**config.mk**
```make
export PLATFORM = sky130hd
export DESIGN_NAME = vna_ram
export DESIGN_NICKNAME = d
export VERILOG_FILES = /design/src/hw/rtl/vertex_normal_accumulator_defines.svh /design/src/hw/rtl/vna_ram.sv
export SDC_FILE = /design/constraint.sdc
export NUM_CORES = 1
export LEC_CHECK = 0
export ABC_AREA = 1
export BUFFER_PORTS_ARGS = -buffer_cell sky130_fd_sc_hd__buf_2
export CORE_MARGIN = 5
export CORE_UTILIZATION = 35
export DETAILED_ROUTE_END_ITERATION = 6
export GPL_TIMING_DRIVEN = 0
export SLEW_MARGIN = 5
export SYNTH_ARGS = -nofsm -noshare
export SYNTH_HDL_FRONTEND = slang
export SYNTH_SLANG_ARGS = --single-unit
```
**constraint.sdc**
```tcl
create_clock -name clk -period 2.2 [get_ports clk]
set_clock_uncertainty 0.1 [all_clocks]
set_input_delay 0.44 -clock clk [delete_from_list [all_inputs] [get_ports clk]]
set_output_delay 0.44 -clock clk [all_outputs]
set_load 0.005 [all_outputs]
```
**src/hw/rtl/vertex_normal_accumulator_defines.svh**
```systemverilog
// assertion macros for the vertex normal accumulator
`ifndef VERTEX_NORMAL_ACCUMULATOR_DEFINES_SVH
`define VERTEX_NORMAL_ACCUMULATOR_DEFINES_SVH

// same-cycle implication, checked out of reset
`define VNA_ASSERT_NOW(lbl, ante, cons, msg) \
  lbl: assert property (@(posedge clk) disable iff (!rst_n) (ante) |-> (cons)) else $error(msg);

// next-cycle implication, checked out of reset
`define VNA_ASSERT_NEXT(lbl, ante, cons, msg) \
  lbl: assert property (@(posedge clk) disable iff (!rst_n) (ante) |=> (cons)) else $error(msg);

`endif

```
**src/hw/rtl/vna_ram.sv**
```systemverilog
// generic single-port ram with registered read
module vna_ram #(
  parameter int DATA_W = 8,
  parameter int DEPTH  = 16
) (
  input  logic                     clk,
  input  logic                     we,
  input  logic                     re,
  input  logic [$clog2(DEPTH)-1:0] addr,
  input  logic [DATA_W-1:0]        wdata,
  output logic [DATA_W-1:0]        rdata
);

  logic [DATA_W-1:0] mem [DEPTH];

  always_ff @(posedge clk) begin
    if (we) begin
      mem[addr] <= wdata;
    end
    if (re) begin
      rdata <= mem[addr];
    end
  end

endmodule

```
==> impl_metrics.tcl <==
set metrics [dict create \
    status "finished, final reports clean" \
    route.met2.wl_um 6070 \
    placedCellCount 785 \
    worstPathRequired_ns 2.13 \
    track_usage_pct 14.5 \
    path_clk_slew_ns 0.06 \
    antenna_found_initial 0 \
    finalHoldViolCount 0 \
    p_leak_nw 2.78 \
    antenna_cells 0 \
    layout.nets 603 \
    hold_buffers 0 \
    syn2layout_area_growth_pct 16.2 \
    hp-start "re" \
    period_share_pct 95.5 \
    grt_max_degree 17 \
    rsz0062_at_grt "no" \
    drtAntennaViolNets 0 \
    fmax_mhz 476 \
    slowest_delay_ns 0.73 \
    synth_edf_count 136 \
    netlist.area_leader.share_pct 72.0 \
    path_class "input pin to register" \
    ys_ff_latch 136 \
    yosysUniqueCellTypes 10 \
    wirelength_um 12800 \
    htree_levels 4 \
    drc 0 \
    syn_avg_cell_area_sq_um 10.4 \
    rrSetupSlack_ns 0.95 \
    synthTopCellsByCount "nand2_1 (346), edfxtp_1 (136), inv_1 (21), nor2_1 (18), buf_2 (12)" \
    gp_congestion 0.822 \
    grt_pass1_vias 3687 \
    yosysMostFrequentCell "nand2_1" \
    max-clock-path-buffers 2 \
    power_density_nw_per_um2 898 \
    num_rows 46 \
    crit_family "simple AND/OR/NAND/NOR gates" \
    vias 3727 \
    rr_startpoint "mem[5][4]$_DFFE_PP_" \
    worstRegToRegCells 8 \
    cts_root_buf "clkbuf_16" \
    top_layer "met4" \
    met3_wirelength_um 692 \
    hold_end "rdata[4]$_DFFE_PP_" \
    yosysSeqAreaShare_pct 72.0 \
    path_buf_inv 2 \
    cpMaxStageDelayCell "nor2_1" \
    wl_per_cell_um 15.7 \
    dieArea_sq_um 18900 \
    die_width_um 137 \
    initial_core_util_pct 35.7 \
    min_period_ns 2.10 \
    synthFlopType "edfxtp_1" \
    layout-drive-gt1-share_pct 11.0 \
    grt-ovfl-total 0 \
    synth_area_leaders "edfxtp_1 (72%), nand2_1 (23%), inv_1 (1.4%)" \
    cp-end-kind "register" \
    worstPathMaxFanout 10 \
    grt_pass1_wl_um 19600 \
    start_kind "input pin" \
    ios 23 \
    cts_tree "yes" \
    syn_nets 563 \
    fin_cells 816 \
    fin_hold_ws_ns 0.258 \
    cts_buffers 17 \
    fin_util_pct 41.5 \
    path_cells "buf_2, clkbuf_1, nand3_1, nor2_1" \
    syn_inst 548 \
    ir_worst_vdd_mv 0.656 \
    yosysTopAreaCell "edfxtp_1" \
    final_max_slew_viol_count 0 \
    yosysWarnings 0 \
    finalSetupTns_ns 0 \
    cap_violations 0 \
    place.detailed.hpwl_um 8360 \
    synth_area_sq_um 5670 \
    avgViaCountPerCell 4.57 \
    hold_path_depth 1 \
    r2r_end "rdata[4]$_DFFE_PP_" \
    slew_headroom_pct 42.3 \
    drt_iter0_drc 371 \
    worstPathArrival_ns 2.04 \
    core-area_sq_um 15900 \
    async_reset_ff_share_pct 0 \
    first_pass_iters 5 \
    setup_viol 0 \
    wl_met1_um 5800 \
    hp-class "input pin to register" \
    chipHeight_um 137 \
    port_buffers 21 \
    worst_pin_slew_ns 0.862 \
    cts_sinks 136 \
    clkLatencyLatePin_ns 0.41 \
]
==> worst register-to-register path: cells and delay by family, from the launching register on <==
| kind | cells | cell delay [ns] |
|---|---|---|
| simple gates | 7 | 0.48 |
| flops | 1 | 0.37 |
| buf+inv | 1 | 0.06 |
==> report_power, final <==
part | switching, W | leakage (nW) | internal [W]
Clock | 0.000997 | 0.262 | 0.00163
Sequential | 0.0000130 | 1.24 | 0.00292
Combinational | 0.000260 | 1.28 | 0.0000964
Total | 0.00127 | 2.78 | 0.00465
==> metrics by stage <==
step	setup slack, ns	power [W]	area (sq um)
floorplan	0.283	0.00319	5670
global placement	-0.261	0.00334	6050
detailed placement	-0.307	0.00335	6050
CTS	0.135	0.00596	6590
global route	0.0219	0.00611	6590
finish	0.0981	0.00592	6590
==> metal layers <==
layer,track usage [%],vias to the layer above
met5,0,-
met4,5.60,0
met3,3.73,16
met2,23.6,110
met1,18.5,1763
li1,-,1838
==> state kept, by name (all words and copies together) (netlist names) <==
signal and cells:
mem 128, rdata 8
==> placed cells by master (no fill, tap or decap) <==
master	Yosys	routed
inv_1	21	21
nor2_2	0	1
clkinv_1	1	5
nand2_1	346	346
clkinvlp_4	0	2
clkbuf_1	3	5
buf_4	6	6
buf_2	12	33
clkinv_2	0	4
nor2_1	18	17
bufinv_16	0	2
clkbuf_16	0	17
edfxtp_1	136	136
nand3_1	4	4
inv_2	1	1
==> cell type report <==
class	count	area (sq um)
Buffer	21	116
Clock inverter	12	110
Clock buffer	19	433
Inverter	23	86.3
Tap cell	216	270
Fill cell	1552	9290
Timing Repair Buffer	21	105
Sequential cell	136	4080
Multi-Input combinational cell	368	1390
==> how the worst max path moves through the flow <==
| stage | endpoint | cells after the start | slack, ns | from |
|---|---|---|---|---|
| 4_1_cts | mem[10][5]$_DFFE_PP_ | 4 | 0.14 | addr[1] |
| 5_1_grt | mem[11][6]$_DFFE_PP_ | 4 | 0.02 | addr[1] |
| 2_1_floorplan | mem[3][0]$_DFFE_PP_ | 4 | 0.28 | addr[1] |
| 6_report | mem[10][5]$_DFFE_PP_ | 4 | 0.1 | addr[1] |
| 3_5_place_dp | mem[10][2]$_DFFE_PP_ | 4 | -0.31 | addr[1] |
| 3_3_place_gp | mem[11][2]$_DFFE_PP_ | 4 | -0.26 | addr[1] |
==> cell families (layout without fill, tap and decap cells) <==
group                  after synthesis  count (layout)  synth area share [%]
and+or+nand+nor                    368             368                  24.4
DFF                                136             136                  72.0
buffers and inverters               44              96                  3.57
==> timing repair <==
item,CTS,global route
endpoints found under the setup margin,0,8
endpoints found under the hold margin,0,0
resized for setup,0,1
buffers inserted,0,0
No activity file was read; power rests on OpenSTA's default activity.
