## config.mk

```make
export PLATFORM = sky130hd
export DESIGN_NAME = vna_cross_unit
export DESIGN_NICKNAME = d
export VERILOG_FILES = /design/src/hw/rtl/vertex_normal_accumulator_defines.svh /design/src/hw/rtl/vna_pkg.sv /design/src/hw/rtl/vna_cross_unit.sv
export SDC_FILE = /design/constraint.sdc
export NUM_CORES = 1
export LEC_CHECK = 0
export ABC_AREA = 0
export BUFFER_PORTS_ARGS = -buffer_cell sky130_fd_sc_hd__buf_2
export CAP_MARGIN = 20
export CORE_ASPECT_RATIO = 1.1
export CORE_MARGIN = 2
export CORE_UTILIZATION = 33
export DETAILED_ROUTE_END_ITERATION = 10
export SYNTH_ARGS = -nofsm -noshare
export SYNTH_HDL_FRONTEND = slang
export SYNTH_SLANG_ARGS = --single-unit
```

## constraint.sdc

```tcl
create_clock -name clk -period 11.8 [get_ports clk]
set_input_delay 1.18 -clock clk [delete_from_list [all_inputs] [get_ports clk]]
set_output_delay 1.18 -clock clk [all_outputs]
set_load 0.005 [all_outputs]
```

## src/hw/rtl/vertex_normal_accumulator_defines.svh

```systemverilog
// assertion macros for the vertex normal accumulator
`ifndef VERTEX_NORMAL_ACCUMULATOR_DEFINES_SVH
`define VERTEX_NORMAL_ACCUMULATOR_DEFINES_SVH

// same-cycle implication, checked out of reset
`define VNA_ASSERT_NOW(lbl, ante, cons, msg) \
  lbl: assert property (@(posedge clk) disable iff (!rst_n) (ante) |-> (cons)) else $error(msg);

// next-cycle implication, checked out of reset
`define VNA_ASSERT_NEXT(lbl, ante, cons, msg) \
  lbl: assert property (@(posedge clk) disable iff (!rst_n) (ante) |=> (cons)) else $error(msg);

`endif

```

## src/hw/rtl/vna_pkg.sv

```systemverilog
// shared types, constants and helpers of the vertex normal accumulator
package vna_pkg;

  localparam int MAX_VERTICES = 1024;
  localparam int IDX_WIDTH    = 10;
  localparam int COORD_WIDTH  = 16;
  localparam int SUM_WIDTH    = 48;

  // exact widths of the cross product path
  localparam int DIFF_W = COORD_WIDTH + 1;
  localparam int PROD_W = 2 * DIFF_W;
  localparam int NRM_W  = PROD_W + 1;

  localparam logic [1:0] OP_WRITE_VERTEX = 2'd0;
  localparam logic [1:0] OP_FACE         = 2'd1;
  localparam logic [1:0] OP_READ         = 2'd2;

  localparam logic signed [SUM_WIDTH-1:0] SUM_MAX = {1'b0, {(SUM_WIDTH-1){1'b1}}};
  localparam logic signed [SUM_WIDTH-1:0] SUM_MIN = {1'b1, {(SUM_WIDTH-1){1'b0}}};

  typedef struct packed {
    logic [1:0]                    op;
    logic [IDX_WIDTH-1:0]          vertex_index;
    logic signed [COORD_WIDTH-1:0] coord_x;
    logic signed [COORD_WIDTH-1:0] coord_y;
    logic signed [COORD_WIDTH-1:0] coord_z;
    logic [IDX_WIDTH-1:0]          corner_a;
    logic [IDX_WIDTH-1:0]          corner_b;
    logic [IDX_WIDTH-1:0]          corner_c;
  } in_word_t;

  typedef struct packed {
    logic signed [SUM_WIDTH-1:0] normal_x;
    logic signed [SUM_WIDTH-1:0] normal_y;
    logic signed [SUM_WIDTH-1:0] normal_z;
  } out_word_t;

  typedef struct packed {
    logic signed [COORD_WIDTH-1:0] x;
    logic signed [COORD_WIDTH-1:0] y;
    logic signed [COORD_WIDTH-1:0] z;
  } vtx_t;

  typedef struct packed {
    logic signed [SUM_WIDTH-1:0] x;
    logic signed [SUM_WIDTH-1:0] y;
    logic signed [SUM_WIDTH-1:0] z;
  } sum_vec_t;

  typedef struct packed {
    logic signed [NRM_W-1:0] x;
    logic signed [NRM_W-1:0] y;
    logic signed [NRM_W-1:0] z;
  } nrm_vec_t;

  // strobes from the sequencer to the cross product unit
  typedef struct packed {
    logic load_v0;
    logic load_v1;
    logic load_v2;   // also starts the multiply sequence
  } xp_ctl_t;

  typedef enum logic [3:0] {
    ST_IDLE,
    ST_VRD_A,
    ST_VRD_B,
    ST_VRD_C,
    ST_VLD_C,
    ST_MUL,
    ST_SRD,
    ST_SWR,
    ST_RRD,
    ST_RWAIT
  } state_e;

  function automatic logic idx_ok(input logic [IDX_WIDTH-1:0] idx);
    return 32'(idx) < MAX_VERTICES;
  endfunction

  // one saturating addition of a normal component into a sum
  function automatic logic signed [SUM_WIDTH-1:0] sat_add(
    input logic signed [SUM_WIDTH-1:0] s,
    input logic signed [NRM_W-1:0]     n
  );
    logic signed [SUM_WIDTH:0] t;
    t = $signed({s[SUM_WIDTH-1], s})
      + $signed({{(SUM_WIDTH+1-NRM_W){n[NRM_W-1]}}, n});
    if (t[SUM_WIDTH] != t[SUM_WIDTH-1]) begin
      return t[SUM_WIDTH] ? SUM_MIN : SUM_MAX;
    end
    return t[SUM_WIDTH-1:0];
  endfunction

endpackage

```

## src/hw/rtl/vna_cross_unit.sv

```systemverilog
// edge vectors and cross product through one shared multiplier
module vna_cross_unit (
  input  logic             clk,
  input  logic             rst_n,
  input  vna_pkg::xp_ctl_t ctl,
  input  vna_pkg::vtx_t    vdata,
  output logic             done,
  output vna_pkg::nrm_vec_t nrm
);
  import vna_pkg::*;

  localparam logic [2:0] STEP_LAST = 3'd6;

  vtx_t                     v0_r;
  logic signed [DIFF_W-1:0] ux_r, uy_r, uz_r, wx_r, wy_r, wz_r;
  logic signed [DIFF_W-1:0] dx, dy, dz;
  logic signed [DIFF_W-1:0] mul_a, mul_b;
  logic signed [PROD_W-1:0] prod_r, acc_r;
  logic signed [NRM_W-1:0]  diff_n;
  logic [2:0]               step_r;
  logic                     run_r;

  // corner minus corner 0, exact
  assign dx = $signed({vdata.x[COORD_WIDTH-1], vdata.x}) - $signed({v0_r.x[COORD_WIDTH-1], v0_r.x});
  assign dy = $signed({vdata.y[COORD_WIDTH-1], vdata.y}) - $signed({v0_r.y[COORD_WIDTH-1], v0_r.y});
  assign dz = $signed({vdata.z[COORD_WIDTH-1], vdata.z}) - $signed({v0_r.z[COORD_WIDTH-1], v0_r.z});

  // product pairs: even step is the minuend, odd step the subtrahend
  always_comb begin
    case (step_r)
      3'd0: begin mul_a = uy_r; mul_b = wz_r; end
      3'd1: begin mul_a = uz_r; mul_b = wy_r; end
      3'd2: begin mul_a = uz_r; mul_b = wx_r; end
      3'd3: begin mul_a = ux_r; mul_b = wz_r; end
      3'd4: begin mul_a = ux_r; mul_b = wy_r; end
      3'd5: begin mul_a = uy_r; mul_b = wx_r; end
      default: begin mul_a = '0; mul_b = '0; end
    endcase
  end

  assign diff_n = $signed({acc_r[PROD_W-1], acc_r}) - $signed({prod_r[PROD_W-1], prod_r});
  assign done   = run_r && (step_r == STEP_LAST);

  always_ff @(posedge clk) begin
    if (!rst_n) begin
      run_r  <= 1'b0;
      step_r <= '0;
    end else if (ctl.load_v2) begin
      run_r  <= 1'b1;
      step_r <= '0;
    end else if (run_r) begin
      if (step_r == STEP_LAST) begin
        run_r <= 1'b0;
      end else begin
        step_r <= step_r + 3'd1;
      end
    end
  end

  always_ff @(posedge clk) begin
    if (ctl.load_v0) begin
      v0_r <= vdata;
    end
    if (ctl.load_v1) begin
      ux_r <= dx;
      uy_r <= dy;
      uz_r <= dz;
    end
    if (ctl.load_v2) begin
      wx_r <= dx;
      wy_r <= dy;
      wz_r <= dz;
    end
    if (run_r) begin
      prod_r <= mul_a * mul_b;
      case (step_r) inside
        3'd1, 3'd3, 3'd5: acc_r <= prod_r;
        3'd2:             nrm.x <= diff_n;
        3'd4:             nrm.y <= diff_n;
        3'd6:             nrm.z <= diff_n;
        default: ;
      endcase
    end
  end

endmodule

```

==> qor.json <==
{
  "slowest_delay_ns": 0.56,
  "synthesis.area_per_instance_sq_um": 11.25,
  "setup-tns-final_ns": 0,
  "synth-edff-count": 323,
  "worst-r2r-cell-count": 25,
  "drc": 0,
  "min-delay-path-class": "reg -> reg",
  "asyncSetResetFlopFracSynth_pct": 0,
  "ctsResizeCount": 0,
  "tritoncts": "done",
  "placement_rows": 106,
  "antenna_violations_before_repair": 2,
  "cap_viol_max_count": 0,
  "grt_pass1_vias": 17160,
  "chipHeight_um": 293.7,
  "final_period_minus_worst_setup_slack_ns": 8.286,
  "worst_ep_required_time_ns": 12.12,
  "firstDrtPassIters": 6,
  "timing.critical_path.to": "prod_r[33]$_DFFE_PP_",
  "worstMarginPinSlew_ns": 0.8730,
  "dp.final_hpwl_um": 46610,
  "postSynthRegisterBits": 327,
  "regToRegEndpoint": "prod_r[33]$_DFFE_PP_",
  "slowest_library_cell_on_the_worst_path": "sky130_fd_sc_hd__nand2b_1",
  "final-setup-viol-count": 0,
  "final.hold.worst_slack_ns": 0.4431,
  "mostFrequentLayoutCell": "sky130_fd_sc_hd__inv_1",
  "pin_count_of_the_biggest_net_entering_global_routing": 54,
  "grt-ovfl-total": 0,
  "post_synthesis_net_count": 2763,
  "worst_setup_path_class": "reg -> reg",
  "drt_wl_total_um": 57940,
  "core-area_sq_um": 75730,
  "synth.cell_area_sq_um": 25190,
  "post-cts-setup-buffer-count": 0,
  "worstSkewPairLatency_ns": 0.59,
  "slew_headroom_pct": 41.80,
  "io_pins": 159,
  "timing.critical_path.depth": 25,
  "path_delay_family": "adder cells",
  "hold_buffers": 0,
  "outcome": "completed",
  "drt_iter0_markers": 1076,
  "count_of_nets_left_with_antenna_violations_after_detail_routing": 0,
  "clkTransAtPathRegs_ns": 0.06,
  "cp_data_arrival_time_ns": 8.60,
  "post_dp_cell_area_sq_um": 27290,
  "via_density_per_instance": 4.628,
  "fmax_mhz": 120.7,
  "grt_pass1_wl_um": 92560,
  "design.final.nets": 2937,
  "worstSetupStartpoint": "step_r[2]$_SDFFE_PP0P_",
  "yosysSeqAreaShare_pct": 38.83,
  "most_common_flop_cell_mapped_by_yosys": "sky130_fd_sc_hd__edfxtp_1",
  "start_kind": "flop",
  "numCtsBuffers": 37,
  "synthDistinctLibCells": 71,
  "report.final.hold_viol_count": 0,
  "antenna-diode-count": 0,
  "fp.dieW_um": 267.4,
  "layout_worst_path_cycle_share_pct": 70.22,
  "timing_max_transition_violations_final": 0,
  "die_area_sq_um": 78550,
  "worstPathMaxFanout": 17,
  "post_synth_inst_count": 2238,
  "r2r-start": "step_r[2]$_SDFFE_PP0P_",
  "r2r_setup_slack_ns": 3.51,
  "clock_buffer_depth": 3,
  "start_util_pct": 33.26,
  "finClkSkew_ns": 0.02593,
  "globalRouteTotalUtil_pct": 15.00,
  "design_area_sq_um": 28630,
  "worstSetupEndpointType": "flop",
  "ys_warn_count": 0,
  "io_buffers": 158,
  "clock-root-buffer": "sky130_fd_sc_hd__clkbuf_16",
  "dr_total_vias": 16040,
  "cts_htree_levels": 2,
  "rsz0062_at_grt": "no",
  "layout-drive-gt1-share_pct": 11.73,
  "placer_congestion": 0.9296,
  "worst_path_most_repeated_cell": "sky130_fd_sc_hd__fa_1",
  "cts_num_sinks": 327,
  "crit_buf_inv": 4,
  "most_used_cells_in_the_layout_excluding_fill_and_tap_cells": "sky130_fd_sc_hd__inv_1 (422), sky130_fd_sc_hd__edfxtp_1 (323), sky130_fd_sc_hd__fa_1 (300)",
  "area_delta_synth_final_pct": 13.66,
  "routed_wire_length_per_instance_um": 16.72
}
stage by stage:
stage	util [%]	cells	worst slack, ns
detailed placement	36.03	3398	3.616
global placement	36.01	3397	3.843
CTS	37.77	3464	3.574
floorplan	-	2238	4.386
global route	37.80	3465	2.961
finish	37.80	3465	3.514
routing by layer:
layer	global-route usage (%)	share of wire, %	vias to the layer above
met4	4.714	3.1	0
met3	2.502	4.9	93
li1	-	-	7671
met2	25.59	47	381
met1	19.42	45	7891
met5	0	0	-
cell families (layout without fill, tap and decap cells):
kind of cell    after synthesis  count (layout)  synth area share, %
fa+ha+maj                   472             472                32.39
simple gates                582             582                10.26
buf+inv                     471             672                7.050
compound gates              289             289                8.078
flops                       327             327                38.83
mux                           3               3               0.1242
xor+xnor                     94              94                3.269
final cells by class:
cell class,instances,area [sq um]
fillers,7391,47100
multi-input cells,1440,13650
flip-flops and latches,327,9779
inverters,422,1584
well taps,1026,1284
repair buffers,184,1011
clock buffers,41,940.9
clock inverters,25,376.6
how the worst min path moves through the flow:
stage | start | endpoint | slack [ns] | depth (start not counted)
finish | prod_r[29]$_DFFE_PP_ | acc_r[29]$_DFFE_PP_ | 0.44 | 0
detailed placement | prod_r[6]$_DFFE_PP_ | acc_r[6]$_DFFE_PP_ | 0.43 | 0
global route | prod_r[31]$_DFFE_PP_ | acc_r[31]$_DFFE_PP_ | 0.45 | 0
floorplan | prod_r[10]$_DFFE_PP_ | acc_r[10]$_DFFE_PP_ | 0.43 | 0
global placement | prod_r[10]$_DFFE_PP_ | acc_r[10]$_DFFE_PP_ | 0.43 | 0
CTS | prod_r[29]$_DFFE_PP_ | acc_r[29]$_DFFE_PP_ | 0.44 | 0
cells in the mapped netlist (7+ instances only):
cell	instances	area share [%]
sky130_fd_sc_hd__inv_1	422	6.3
sky130_fd_sc_hd__edfxtp_1	323	39
sky130_fd_sc_hd__fa_1	300	24
sky130_fd_sc_hd__nor2_1	252	3.8
sky130_fd_sc_hd__ha_1	172	8.5
sky130_fd_sc_hd__nand2_1	160	2.4
sky130_fd_sc_hd__xnor2_1	73	2.5
sky130_fd_sc_hd__a21oi_1	71	1.4
sky130_fd_sc_hd__clkbuf_1	48	0.72
sky130_fd_sc_hd__o21ai_0	44	0.87
sky130_fd_sc_hd__o21a_1	30	0.89
sky130_fd_sc_hd__nor3_1	27	0.54
sky130_fd_sc_hd__and2_1	26	0.65
sky130_fd_sc_hd__or2_2	25	0.62
sky130_fd_sc_hd__nand2b_1	23	0.57
sky130_fd_sc_hd__a21o_1	21	0.63
sky130_fd_sc_hd__a22oi_1	21	0.63
sky130_fd_sc_hd__nor2b_1	21	0.52
sky130_fd_sc_hd__xor2_1	21	0.73
sky130_fd_sc_hd__nand3_1	17	0.34
sky130_fd_sc_hd__a222oi_1	13	0.52
sky130_fd_sc_hd__and3_1	9	0.22
sky130_fd_sc_hd__o21bai_1	8	0.24
sky130_fd_sc_hd__a211oi_1	7	0.21
sky130_fd_sc_hd__a21boi_0	7	0.21
sky130_fd_sc_hd__a31oi_1	7	0.17
state kept, by name, summed over array words and instances (netlist names):
name / flops
uy_r: 17
step_r: 3
wy_r: 17
wz_r: 17
ux_r: 17
run_r: 1
nrm: 105
v0_r: 48
prod_r: 34
acc_r: 34
wx_r: 17
uz_r: 17
worst reg2reg max path, stage by stage, from the launching register on:
cell and delay (ns):
sky130_fd_sc_hd__dfxtp_1 0.49, sky130_fd_sc_hd__inv_1 0.15, sky130_fd_sc_hd__ha_1 0.29, sky130_fd_sc_hd__nand2b_1 0.56, sky130_fd_sc_hd__a22oi_1 0.40, sky130_fd_sc_hd__nand2_1 0.41
sky130_fd_sc_hd__nand2_1 0.21, sky130_fd_sc_hd__fa_1 0.47, sky130_fd_sc_hd__fa_1 0.56, sky130_fd_sc_hd__inv_1 0.05, sky130_fd_sc_hd__fa_1 0.54, sky130_fd_sc_hd__fa_1 0.46
sky130_fd_sc_hd__fa_1 0.49, sky130_fd_sc_hd__inv_1 0.05, sky130_fd_sc_hd__fa_1 0.47, sky130_fd_sc_hd__inv_1 0.04, sky130_fd_sc_hd__ha_1 0.35, sky130_fd_sc_hd__a21oi_1 0.17
sky130_fd_sc_hd__o21ai_0 0.16, sky130_fd_sc_hd__a2111oi_0 0.55, sky130_fd_sc_hd__o21ai_0 0.25, sky130_fd_sc_hd__a21oi_1 0.27, sky130_fd_sc_hd__a31oi_1 0.16, sky130_fd_sc_hd__a21o_1 0.21
sky130_fd_sc_hd__a21oi_1 0.17, sky130_fd_sc_hd__xnor2_1 0.08
Power is left out: the tool's default activity adds up to more than one toggle a clock period on the data nets, which glitch-free logic cannot reach.
